File: src/hdl/sks_pkg.sv
// ----------------------------------------------------------------------------
// sks_pkg
// Shared types and constants for the scalar Kalman smoother.
// ----------------------------------------------------------------------------
package sks_pkg;

    // field widths
    localparam int unsigned DATA_W  = 32;
    localparam int unsigned GAIN_W  = 17;
    localparam int unsigned CFG_IDX_W = 2;

    // fixed point constants, Q1.16 / Q0.16
    localparam logic [GAIN_W-1:0] ONE_Q16  = 17'h10000;
    localparam logic [15:0]       HALF_Q16 = 16'h8000;

    // divider runs one quotient bit per step below the integer bit
    localparam int unsigned DIV_STEPS = 16;
    localparam int unsigned DIV_CNT_W = $clog2(DIV_STEPS);

    // configuration register indexes
    localparam logic [CFG_IDX_W-1:0] CFG_MEAS_NOISE = 2'd0;
    localparam logic [CFG_IDX_W-1:0] CFG_INIT_ERR   = 2'd1;
    localparam logic [CFG_IDX_W-1:0] CFG_PROC_NOISE = 2'd2;

    // configuration reset values
    localparam logic [DATA_W-1:0] MEAS_NOISE_RST = 32'd65536;
    localparam logic [DATA_W-1:0] INIT_ERR_RST   = 32'd65536;
    localparam logic [DATA_W-1:0] PROC_NOISE_RST = 32'd655;

    // operand selection of the shared multiplier
    typedef enum logic [1:0] {
        MUL_MAG_GAIN     = 2'd0,
        MUL_ERR_GAIN     = 2'd1,
        MUL_CHANGE_NOISE = 2'd2
    } mul_sel_t;

    // controller to datapath commands
    typedef struct packed {
        logic     load;
        logic     div_step;
        logic     mul_en;
        mul_sel_t mul_sel;
        logic     change_en;
        logic     est_en;
        logic     finish;
    } sks_cmd_t;

    // datapath to controller status
    typedef struct packed {
        logic out_free;
    } sks_status_t;

endpackage

File: src/hdl/sks_meas_if.sv
// ----------------------------------------------------------------------------
// sks_meas_if
// Measurement channel: valid/ready handshake with one sensor sample.
// ----------------------------------------------------------------------------
interface sks_meas_if;

    logic                       valid;
    logic                       ready;
    logic signed [sks_pkg::DATA_W-1:0] measurement;

    modport source (output valid, output measurement, input ready);
    modport sink   (input valid, input measurement, output ready);

endinterface

File: src/hdl/sks_result_if.sv
// ----------------------------------------------------------------------------
// sks_result_if
// Result channel: valid/ready handshake with estimate, gain and error.
// ----------------------------------------------------------------------------
interface sks_result_if;

    logic                              valid;
    logic                              ready;
    logic signed [sks_pkg::DATA_W-1:0] estimate;
    logic [sks_pkg::GAIN_W-1:0]        gain;
    logic [sks_pkg::DATA_W-1:0]        estimate_error;

    modport source (output valid, output estimate, output gain, output estimate_error,
                    input ready);
    modport sink   (input valid, input estimate, input gain, input estimate_error,
                    output ready);

endinterface

File: src/hdl/scalar_kalman_smoother.sv
// A measurement is accepted only when idle, so words do not overlap; each runs
// the 16-step serial gain divider followed by three passes through the one
// shared multiplier, then waits until the output register is free.
// A finished result waits in the output register while the next word starts.
// Reset: estimate clears to zero, configuration takes its defaults and the
// error level loads the initial error default; no clearing pass is needed.
// ----------------------------------------------------------------------------
// scalar_kalman_smoother
// One-dimensional Kalman smoother in Q16.16 fixed point for one sensor stream.
// ----------------------------------------------------------------------------
module scalar_kalman_smoother (
    input  logic                              clk,
    input  logic                              rst_n,
    sks_meas_if.sink                          meas_in,
    sks_result_if.source                      result_out,
    input  logic                              cfg_we,
    input  logic [sks_pkg::CFG_IDX_W-1:0]     cfg_index,
    input  logic [sks_pkg::DATA_W-1:0]        cfg_data
);

    sks_pkg::sks_cmd_t    cmd;
    sks_pkg::sks_status_t status;

    // sequencer
    sks_ctrl u_ctrl (
        .clk      (clk),
        .rst_n    (rst_n),
        .in_valid (meas_in.valid),
        .in_ready (meas_in.ready),
        .status   (status),
        .cmd      (cmd)
    );

    // arithmetic and state
    sks_datapath u_datapath (
        .clk          (clk),
        .rst_n        (rst_n),
        .cmd          (cmd),
        .status       (status),
        .measurement  (meas_in.measurement),
        .cfg_we       (cfg_we),
        .cfg_index    (cfg_index),
        .cfg_data     (cfg_data),
        .out_valid    (result_out.valid),
        .out_ready    (result_out.ready),
        .out_estimate (result_out.estimate),
        .out_gain     (result_out.gain),
        .out_error    (result_out.estimate_error)
    );

endmodule

File: src/hdl/sks_ctrl.sv
// ----------------------------------------------------------------------------
// sks_ctrl
// Sequencer: accepts a word, runs the serial divider, then the three
// multiply steps on the shared multiplier and writes the result.
// ----------------------------------------------------------------------------
module sks_ctrl (
    input  logic                 clk,
    input  logic                 rst_n,
    input  logic                 in_valid,
    output logic                 in_ready,
    input  sks_pkg::sks_status_t status,
    output sks_pkg::sks_cmd_t    cmd
);

    typedef enum logic [5:0] {
        ST_IDLE      = 6'b000001,
        ST_DIV       = 6'b000010,
        ST_MUL_DELTA = 6'b000100,
        ST_CHANGE    = 6'b001000,
        ST_MUL_NOISE = 6'b010000,
        ST_FINISH    = 6'b100000
    } state_t;

    state_t                         state_reg;
    state_t                         state_next;
    logic [sks_pkg::DIV_CNT_W-1:0]  cnt_reg;
    logic [sks_pkg::DIV_CNT_W-1:0]  cnt_next;

    localparam logic [sks_pkg::DIV_CNT_W-1:0] CNT_LAST =
        sks_pkg::DIV_CNT_W'(sks_pkg::DIV_STEPS - 1);

    // state register and step counter
    always_ff @(posedge clk or negedge rst_n)
    begin
        if (!rst_n)
        begin
            state_reg <= ST_IDLE;
            cnt_reg   <= '0;
        end
        else
        begin
            state_reg <= state_next;
            cnt_reg   <= cnt_next;
        end
    end

    // next state and command decode
    always_comb
    begin
        state_next   = state_reg;
        cnt_next     = cnt_reg;
        in_ready     = 1'b0;
        cmd          = '0;
        cmd.mul_sel  = sks_pkg::MUL_MAG_GAIN;
        unique case (state_reg)
            ST_IDLE:
            begin
                in_ready = 1'b1;
                if (in_valid)
                begin
                    cmd.load   = 1'b1;
                    cnt_next   = '0;
                    state_next = ST_DIV;
                end
            end
            ST_DIV:
            begin
                cmd.div_step = 1'b1;
                cnt_next     = cnt_reg + 1'b1;
                if (cnt_reg == CNT_LAST)
                begin
                    state_next = ST_MUL_DELTA;
                end
            end
            ST_MUL_DELTA:
            begin
                cmd.mul_en  = 1'b1;
                cmd.mul_sel = sks_pkg::MUL_MAG_GAIN;
                state_next  = ST_CHANGE;
            end
            ST_CHANGE:
            begin
                cmd.change_en = 1'b1;
                cmd.mul_en    = 1'b1;
                cmd.mul_sel   = sks_pkg::MUL_ERR_GAIN;
                state_next    = ST_MUL_NOISE;
            end
            ST_MUL_NOISE:
            begin
                cmd.est_en  = 1'b1;
                cmd.mul_en  = 1'b1;
                cmd.mul_sel = sks_pkg::MUL_CHANGE_NOISE;
                state_next  = ST_FINISH;
            end
            ST_FINISH:
            begin
                // wait for the output register to free up
                if (status.out_free)
                begin
                    cmd.finish = 1'b1;
                    state_next = ST_IDLE;
                end
            end
            default:
            begin
                state_next = ST_IDLE;
            end
        endcase
    end

endmodule

File: src/hdl/sks_datapath.sv
// ----------------------------------------------------------------------------
// sks_datapath
// Filter state, configuration registers, restoring divider for the gain,
// shared multiplier with rounding, and the output register.
// ----------------------------------------------------------------------------
module sks_datapath (
    input  logic                                 clk,
    input  logic                                 rst_n,
    input  sks_pkg::sks_cmd_t                    cmd,
    output sks_pkg::sks_status_t                 status,
    input  logic signed [sks_pkg::DATA_W-1:0]    measurement,
    input  logic                                 cfg_we,
    input  logic [sks_pkg::CFG_IDX_W-1:0]        cfg_index,
    input  logic [sks_pkg::DATA_W-1:0]           cfg_data,
    output logic                                 out_valid,
    input  logic                                 out_ready,
    output logic signed [sks_pkg::DATA_W-1:0]    out_estimate,
    output logic [sks_pkg::GAIN_W-1:0]           out_gain,
    output logic [sks_pkg::DATA_W-1:0]           out_error
);

    localparam int unsigned W = sks_pkg::DATA_W;
    localparam int unsigned G = sks_pkg::GAIN_W;

    // configuration
    logic [W-1:0]        meas_noise_reg;
    logic [W-1:0]        proc_noise_reg;

    // filter state
    logic signed [W-1:0] last_est_reg;
    logic [W-1:0]        err_reg;
    logic [W-1:0]        err_next;

    // per-word working registers
    logic [W:0]          mag_reg;
    logic                neg_reg;
    logic                zero_reg;
    logic [W:0]          sum_reg;
    logic [W:0]          rem_reg;
    logic [G-1:0]        quot_reg;
    logic [2*W-1:0]      prod_reg;
    logic [W:0]          change_reg;
    logic [W-1:0]        t1_reg;
    logic signed [W-1:0] new_est_reg;

    // output register
    logic                out_valid_reg;
    logic signed [W-1:0] out_est_reg;
    logic [G-1:0]        out_gain_reg;
    logic [W-1:0]        out_err_reg;

    logic [G-1:0]        gain;
    logic [W+1:0]        rem_dbl;
    logic                rem_ge;
    logic [W:0]          rem_next;
    logic [W:0]          mul_a;
    logic [W-1:0]        mul_b;
    logic [2*W-1:0]      mul_p;
    logic [2*W:0]        prod_rnd;
    logic [2*W-16:0]     prod_q;
    logic [2*W-14:0]     total_wide;
    logic [W-1:0]        total_sat;
    logic [W:0]          diff_pos;
    logic [W:0]          diff_neg;
    logic                meas_lt;

    // gain is forced to zero when err and noise are both zero
    assign gain = zero_reg ? '0 : quot_reg;

    // magnitude of measurement minus last estimate
    assign meas_lt  = measurement < last_est_reg;
    assign diff_pos = (W+1)'(signed'({measurement[W-1], measurement})
                             - signed'({last_est_reg[W-1], last_est_reg}));
    assign diff_neg = (W+1)'(signed'({last_est_reg[W-1], last_est_reg})
                             - signed'({measurement[W-1], measurement}));

    // one restoring division step
    assign rem_dbl  = {rem_reg, 1'b0};
    assign rem_ge   = rem_dbl >= {1'b0, sum_reg};
    assign rem_next = rem_ge ? (W+1)'(rem_dbl - {1'b0, sum_reg}) : rem_dbl[W:0];

    // shared multiplier operands; the top bit of a is set only for 2^32 exactly
    always_comb
    begin
        unique case (cmd.mul_sel)
            sks_pkg::MUL_MAG_GAIN:
            begin
                mul_a = mag_reg;
                mul_b = W'(gain);
            end
            sks_pkg::MUL_ERR_GAIN:
            begin
                mul_a = (W+1)'(sks_pkg::ONE_Q16 - gain);
                mul_b = err_reg;
            end
            sks_pkg::MUL_CHANGE_NOISE:
            begin
                mul_a = change_reg;
                mul_b = proc_noise_reg;
            end
            default:
            begin
                mul_a = '0;
                mul_b = '0;
            end
        endcase
    end

    assign mul_p = mul_a[W] ? {mul_b, {W{1'b0}}} : (2*W)'(mul_a[W-1:0] * mul_b);

    // round half up and drop sixteen fraction bits
    assign prod_rnd = {1'b0, prod_reg} + (2*W+1)'(sks_pkg::HALF_Q16);
    assign prod_q   = prod_rnd[2*W:16];

    // error sum with saturation
    assign total_wide = (2*W-13)'(t1_reg) + (2*W-13)'(prod_q);
    assign total_sat  = (|total_wide[2*W-14:W]) ? {W{1'b1}} : total_wide[W-1:0];

    // configuration registers; the initial error goes straight to the error level
    always_ff @(posedge clk or negedge rst_n)
    begin
        if (!rst_n)
        begin
            meas_noise_reg <= sks_pkg::MEAS_NOISE_RST;
            proc_noise_reg <= sks_pkg::PROC_NOISE_RST;
        end
        else if (cfg_we)
        begin
            unique case (cfg_index)
                sks_pkg::CFG_MEAS_NOISE: meas_noise_reg <= cfg_data;
                sks_pkg::CFG_PROC_NOISE: proc_noise_reg <= cfg_data;
                default:                 ;
            endcase
        end
    end

    // error level: reloaded by a write of the initial error register, which wins over the update of a finished word
    always_comb
    begin
        err_next = err_reg;
        priority if (cfg_we && (cfg_index == sks_pkg::CFG_INIT_ERR))
        begin
            err_next = cfg_data;
        end
        else if (cmd.finish)
        begin
            err_next = total_sat;
        end
    end

    // filter state
    always_ff @(posedge clk or negedge rst_n)
    begin
        if (!rst_n)
        begin
            last_est_reg <= '0;
            err_reg      <= sks_pkg::INIT_ERR_RST;
        end
        else
        begin
            err_reg <= err_next;
            if (cmd.finish)
            begin
                last_est_reg <= new_est_reg;
            end
        end
    end

    // working registers of one word
    always_ff @(posedge clk)
    begin
        if (cmd.load)
        begin
            neg_reg  <= meas_lt;
            mag_reg  <= meas_lt ? diff_neg : diff_pos;
            zero_reg <= (err_reg == '0) && (meas_noise_reg == '0);
            sum_reg  <= {1'b0, err_reg} + {1'b0, meas_noise_reg};
            // integer quotient bit is set only when the noise is zero
            rem_reg  <= (meas_noise_reg == '0) ? '0 : {1'b0, err_reg};
            quot_reg <= {{(G-1){1'b0}}, meas_noise_reg == '0};
        end
        if (cmd.div_step)
        begin
            rem_reg  <= rem_next;
            quot_reg <= {quot_reg[G-2:0], rem_ge};
        end
        if (cmd.mul_en)
        begin
            prod_reg <= mul_p;
        end
        if (cmd.change_en)
        begin
            change_reg <= prod_q[W:0];
        end
        if (cmd.est_en)
        begin
            t1_reg      <= prod_q[W-1:0];
            new_est_reg <= neg_reg ? last_est_reg - signed'(change_reg[W-1:0])
                                   : last_est_reg + signed'(change_reg[W-1:0]);
        end
    end

    // output register
    always_ff @(posedge clk or negedge rst_n)
    begin
        if (!rst_n)
        begin
            out_valid_reg <= 1'b0;
        end
        else if (cmd.finish)
        begin
            out_valid_reg <= 1'b1;
        end
        else if (out_ready)
        begin
            out_valid_reg <= 1'b0;
        end
    end

    always_ff @(posedge clk)
    begin
        if (cmd.finish)
        begin
            out_est_reg  <= new_est_reg;
            out_gain_reg <= gain;
            out_err_reg  <= total_sat;
        end
    end

    assign status.out_free = !out_valid_reg || out_ready;
    assign out_valid       = out_valid_reg;
    assign out_estimate    = out_est_reg;
    assign out_gain        = out_gain_reg;
    assign out_error       = out_err_reg;

endmodule
File: src/flat_wrapper.sv
// flat-port wrapper written by rule: the top's interface ports become plain ports
module scalar_kalman_smoother_flat 
  (clk, rst_n, cfg_we, cfg_index, cfg_data, meas_in_valid, meas_in_measurement, meas_in_ready, result_out_valid, result_out_estimate, result_out_gain, result_out_estimate_error, result_out_ready);
  sks_meas_if meas_in_i ();
  sks_result_if result_out_i ();
  input  logic clk;
  input  logic rst_n;
  input  logic cfg_we;
  input  logic [sks_pkg::CFG_IDX_W-1:0] cfg_index;
  input  logic [sks_pkg::DATA_W-1:0] cfg_data;
  input wire logic [$bits(meas_in_i.valid)-1:0] meas_in_valid;
  input wire logic [$bits(meas_in_i.measurement)-1:0] meas_in_measurement;
  output wire logic [$bits(meas_in_i.ready)-1:0] meas_in_ready;
  output wire logic [$bits(result_out_i.valid)-1:0] result_out_valid;
  output wire logic [$bits(result_out_i.estimate)-1:0] result_out_estimate;
  output wire logic [$bits(result_out_i.gain)-1:0] result_out_gain;
  output wire logic [$bits(result_out_i.estimate_error)-1:0] result_out_estimate_error;
  input wire logic [$bits(result_out_i.ready)-1:0] result_out_ready;
  assign meas_in_i.valid = meas_in_valid;
  assign meas_in_i.measurement = meas_in_measurement;
  assign meas_in_ready = meas_in_i.ready;
  assign result_out_valid = result_out_i.valid;
  assign result_out_estimate = result_out_i.estimate;
  assign result_out_gain = result_out_i.gain;
  assign result_out_estimate_error = result_out_i.estimate_error;
  assign result_out_i.ready = result_out_ready;
  scalar_kalman_smoother u_core (.clk(clk), .rst_n(rst_n), .meas_in(meas_in_i), .result_out(result_out_i), .cfg_we(cfg_we), .cfg_index(cfg_index), .cfg_data(cfg_data));
endmodule
File: config.mk
export PLATFORM = sky130hd
export DESIGN_NAME = scalar_kalman_smoother_flat
export DESIGN_NICKNAME = d
export VERILOG_FILES = /design/src/hdl/sks_pkg.sv /design/src/hdl/sks_meas_if.sv /design/src/hdl/sks_result_if.sv /design/src/hdl/scalar_kalman_smoother.sv /design/src/hdl/sks_ctrl.sv /design/src/hdl/sks_datapath.sv /design/src/flat_wrapper.sv
export SDC_FILE = /design/constraint.sdc
export NUM_CORES = 2
export LEC_CHECK = 0
export BUFFER_PORTS_ARGS = -buffer_cell sky130_fd_sc_hd__buf_4
export CAP_MARGIN = 40
export CORE_MARGIN = 3
export CORE_UTILIZATION = 40
export CTS_BUF_LIST = sky130_fd_sc_hd__clkbuf_16
export DETAILED_ROUTE_END_ITERATION = 6
export GPL_ROUTABILITY_DRIVEN = 0
export RECOVER_POWER = 25
export SYNTH_ARGS = -nofsm -noshare
export SYNTH_HDL_FRONTEND = slang
export SYNTH_SLANG_ARGS = --single-unit
File: constraint.sdc
create_clock -name clk -period 12.6 [get_ports clk]
set_input_delay 0.63 -clock clk [delete_from_list [all_inputs] [get_ports clk]]
set_output_delay 0.63 -clock clk [all_outputs]
set_load 0.01 [all_outputs]
==> tab_implementation.tex <==
\begin{tabular}{lr}
\hline
Metric & Value \\
\hline
\multicolumn{2}{l}{\textbf{Synthesis}} \\
Mapped Avg Cell Area & 9.299 um\^{}2 \\
Flip-flop cell with the highest count after synthesis & edfxtp\_1 \\
Synth warnings & 0 \\
Number of synthesized flops with an enable pin & 345 \\
Number of cells produced by synthesis & about 6600 \\
Cell area after technology mapping & around 60000 um\^{}2 \\
Synth cell types & between 90 and 100 \\
Register bit total from synthesis & 484 \\
Async set or reset register ratio after synthesis & 28.72\% \\
Synth Net Count & 8075 \\
Sequential-to-total area share from yosys stat & 22.41\% \\
\multicolumn{2}{l}{\textbf{Drt}} \\
Vias per std cell & 5.614 \\
Residual DRC count & 0 \\
Final wirelength & a little over 200000 um \\
Final antenna-violating net count & 0 \\
Initial detailed-routing violation count & 4452 \\
Via count & between 40000 and 50000 \\
Detailed-routing iteration count for the pre-antenna-repair pass & 6 \\
DR WL/cell & 23.49 um \\
\multicolumn{2}{l}{\textbf{Global route}} \\
Global-route wire length before repair & $\sim$310000 um \\
Pin count of the biggest net entering global routing & $\sim$100 \\
Total GRT Usage & 26.14\% \\
Number of global-route vias before repair & $\sim$50000 \\
Global route total overflow & 0 \\
Initial antenna violation count & 6 \\
\multicolumn{2}{l}{\textbf{Layout}} \\
Share of cells above drive strength 1 & 8.523\% \\
Most common cell after layout, fill and taps aside & inv\_1 \\
Total of fill cells in the finished design & roughly 15000 \\
Final cell count without fillers & a little under 9000 \\
Commonest non-fill, non-tap cells in the layout & inv\_1, fa\_1, nor2\_1, nand2\_1, ha\_1 \\
Flip-flop count of the largest register, all copies and words added & around 50 \\
Layout overhead on the synthesized area & 9.465\% \\
Net total in the final layout & $\sim$8200 \\
\multicolumn{2}{l}{\textbf{Clock tree}} \\
Buffer cell driving the clock tree root & clkbuf\_16 \\
Number of levels the H-tree was split into & 2 \\
Clock network latency to the later pin of the worst-skew pair & roughly 0.60 ns \\
Clock net sink count & 484 \\
Buffers inserted by post-CTS timing repair & 0 \\
Post-CTS clock slew at the launch and capture registers of the worst setup and hold paths & 0.07 ns \\
Clock tree from TritonCTS & built \\
Number of buffers created by CTS & 47 \\
Number of hold buffers added after CTS & 0 \\
Buffers from clock root to sink, at most & 3 \\
Count of instances resized after the clock tree is built & 0 \\
\multicolumn{2}{l}{\textbf{Floorplan}} \\
Num ports & approximately 150 \\
Die H & 399.1 um \\
Horizontal die dimension & about 400 um \\
Total die area & 159300 um\^{}2 \\
Number of rows in the core area & 143 \\
Area inside the core boundary & 152800 um\^{}2 \\
Starting Density & 40.45\% \\
\multicolumn{2}{l}{\textbf{Setup path}} \\
Critical path data required time & 12.90 ns \\
Path type of the worst setup path & reg2reg \\
Sort of element at the end of the critical path & flip-flop \\
Maximum fanout along the worst path & 24 \\
Critical-path top delay cell & or4\_1 \\
Critical Path Most Common Cell & fa\_1 \\
Data arrival, critical path & roughly 12 ns \\
Longest individual stage delay on the worst path & 0.60 ns \\
Worst reg-to-reg path cell count & 39 \\
Worst Setup Start Kind & flip-flop \\
\multicolumn{2}{l}{\textbf{STA}} \\
Final worst-path cycle share & 93.01\% \\
Highest clock rate & around 85 MHz \\
RSZ-0062 raised after global routing & no \\
Max transition margin & -187.2\% \\
Setup Total Neg Slack & 0 ns \\
Slew of the pin with the lowest slew margin & 4.308 ns \\
Worst clock skew & between 0.02 and 0.03 ns \\
Final Max Tran Viols & 185 \\
Count of endpoints failing setup in the final report & 0 \\
Final period demand of the worst path & 11.72 ns \\
Hold Violations, Final & 0 \\
Min Hold Slack & 0.3031 ns \\
\multicolumn{2}{l}{\textbf{Outcome}} \\
Violations in the final reports & max-capacitance violations, max-slew violations \\
Result of the run & finished, violations left \\
\multicolumn{2}{l}{\textbf{Placement}} \\
Post-DP HPWL & 166400 um \\
Placed cell count & 8704 \\
Number of buffers added on ports & 153 \\
\multicolumn{2}{l}{\textbf{Hold path}} \\
Min-Delay Path Class & in2reg \\
Hold path cells & 2 \\
\multicolumn{2}{l}{\textbf{Run}} \\
\# Max-Cap Violations & 4 \\
\hline
\end{tabular}
[critical path, delay by kind of cell (launching register included)]
| kind | cells | cell delay (ns) |
|---|---|---|
| AO/OA/AOI/OAI | 11 | 2.73 |
| XOR/XNOR | 1 | 0.15 |
| adder cells (fa/ha/maj) | 9 | 4.33 |
| buffers and inverters | 9 | 1.30 |
| flip-flops | 1 | 0.32 |
| AND/OR/NAND/NOR | 9 | 2.59 |
[cells in the mapped netlist, drive strengths merged, types with 45 or more instances]
| cell | count | area share [%] |
|---|---|---|
| nand2 | 750 | 4.6 |
| edfxtp | 345 | 17 |
| a31oi | 48 | 0.49 |
| nand3 | 57 | 0.47 |
| xnor2 | 170 | 2.4 |
| clkbuf | 276 | 1.7 |
| mux2 | 67 | 1.2 |
| xor2 | 90 | 1.3 |
| dfrtp | 130 | 5.3 |
| o21ai | 246 | 2.0 |
| nor3 | 62 | 0.53 |
| or3 | 57 | 0.59 |
| fa | 901 | 29 |
| nand4 | 45 | 0.47 |
| a21o | 114 | 1.4 |
| inv | 1078 | 6.5 |
| a21oi | 257 | 2.1 |
| ha | 456 | 9.2 |
| nor2 | 797 | 4.9 |
[path summary, 6_finish.rpt]
kind | from | endpoint | slack [ns]
max | u_core.u_datapath.zero_reg | u_core.u_datapath.prod_reg[59] | 0.88
min | cfg_data[13] | u_core.u_datapath.proc_noise_reg[13] | 0.30
max reg2reg | u_core.u_datapath.zero_reg | u_core.u_datapath.prod_reg[59] | 0.88
min reg2reg | u_core.u_datapath.new_est_reg[5] | u_core.u_datapath.out_estimate[5] | 0.45
max in group asynchronous | rst_n | u_core.u_ctrl.cnt_reg[0] | 6.16
min in group asynchronous | rst_n | u_core.u_datapath.last_est_reg[18] | 1.54
[metal layers]
| metal | up-vias | track usage (%) | share of wire, % |
|---|---|---|---|
| met5 | - | 0.09236 | 0.0063 |
| met4 | 2 | 12.16 | 5.6 |
| met3 | 476 | 6.011 | 9.6 |
| met2 | 2257 | 40.22 | 44 |
| met1 | 24960 | 35.00 | 41 |
| li1 | 21740 | - | - |
[through the flow]
stage	area, um^2	util (%)	setup WS, ns
floorplan	61810	-	1.252
global placement	65880	43.12	0.9569
detailed placement	66100	43.26	0.7270
CTS	67620	44.25	0.6847
global route	67650	44.27	0.4082
finish	67660	44.28	0.8804
[kinds of logic after synthesis]
kind of cell,after synthesis,synth area share [%]
xor+xnor,260,3.684
flops,484,22.41
mux,104,1.820
compound gates,1041,10.95
buf+inv,1379,8.455
fa+ha+maj,1357,38.41
simple gates,2022,14.27
[area by class of cell]
cell class	count	area, um^2	share of cell area, %
sequential	484	13850	20.47
antenna	4	10.01	0.01479
multi-input combinational	4784	43050	63.63
timing repair buffer	338	2638	3.898
clock inverter	37	296.5	0.4383
tap	2030	2540	3.754
inverter	1078	4051	5.988
clock buffer	49	1226	1.812
Power is not shown: default switching activity piles up to over one toggle a cycle in this logic, so the estimate is an artifact.
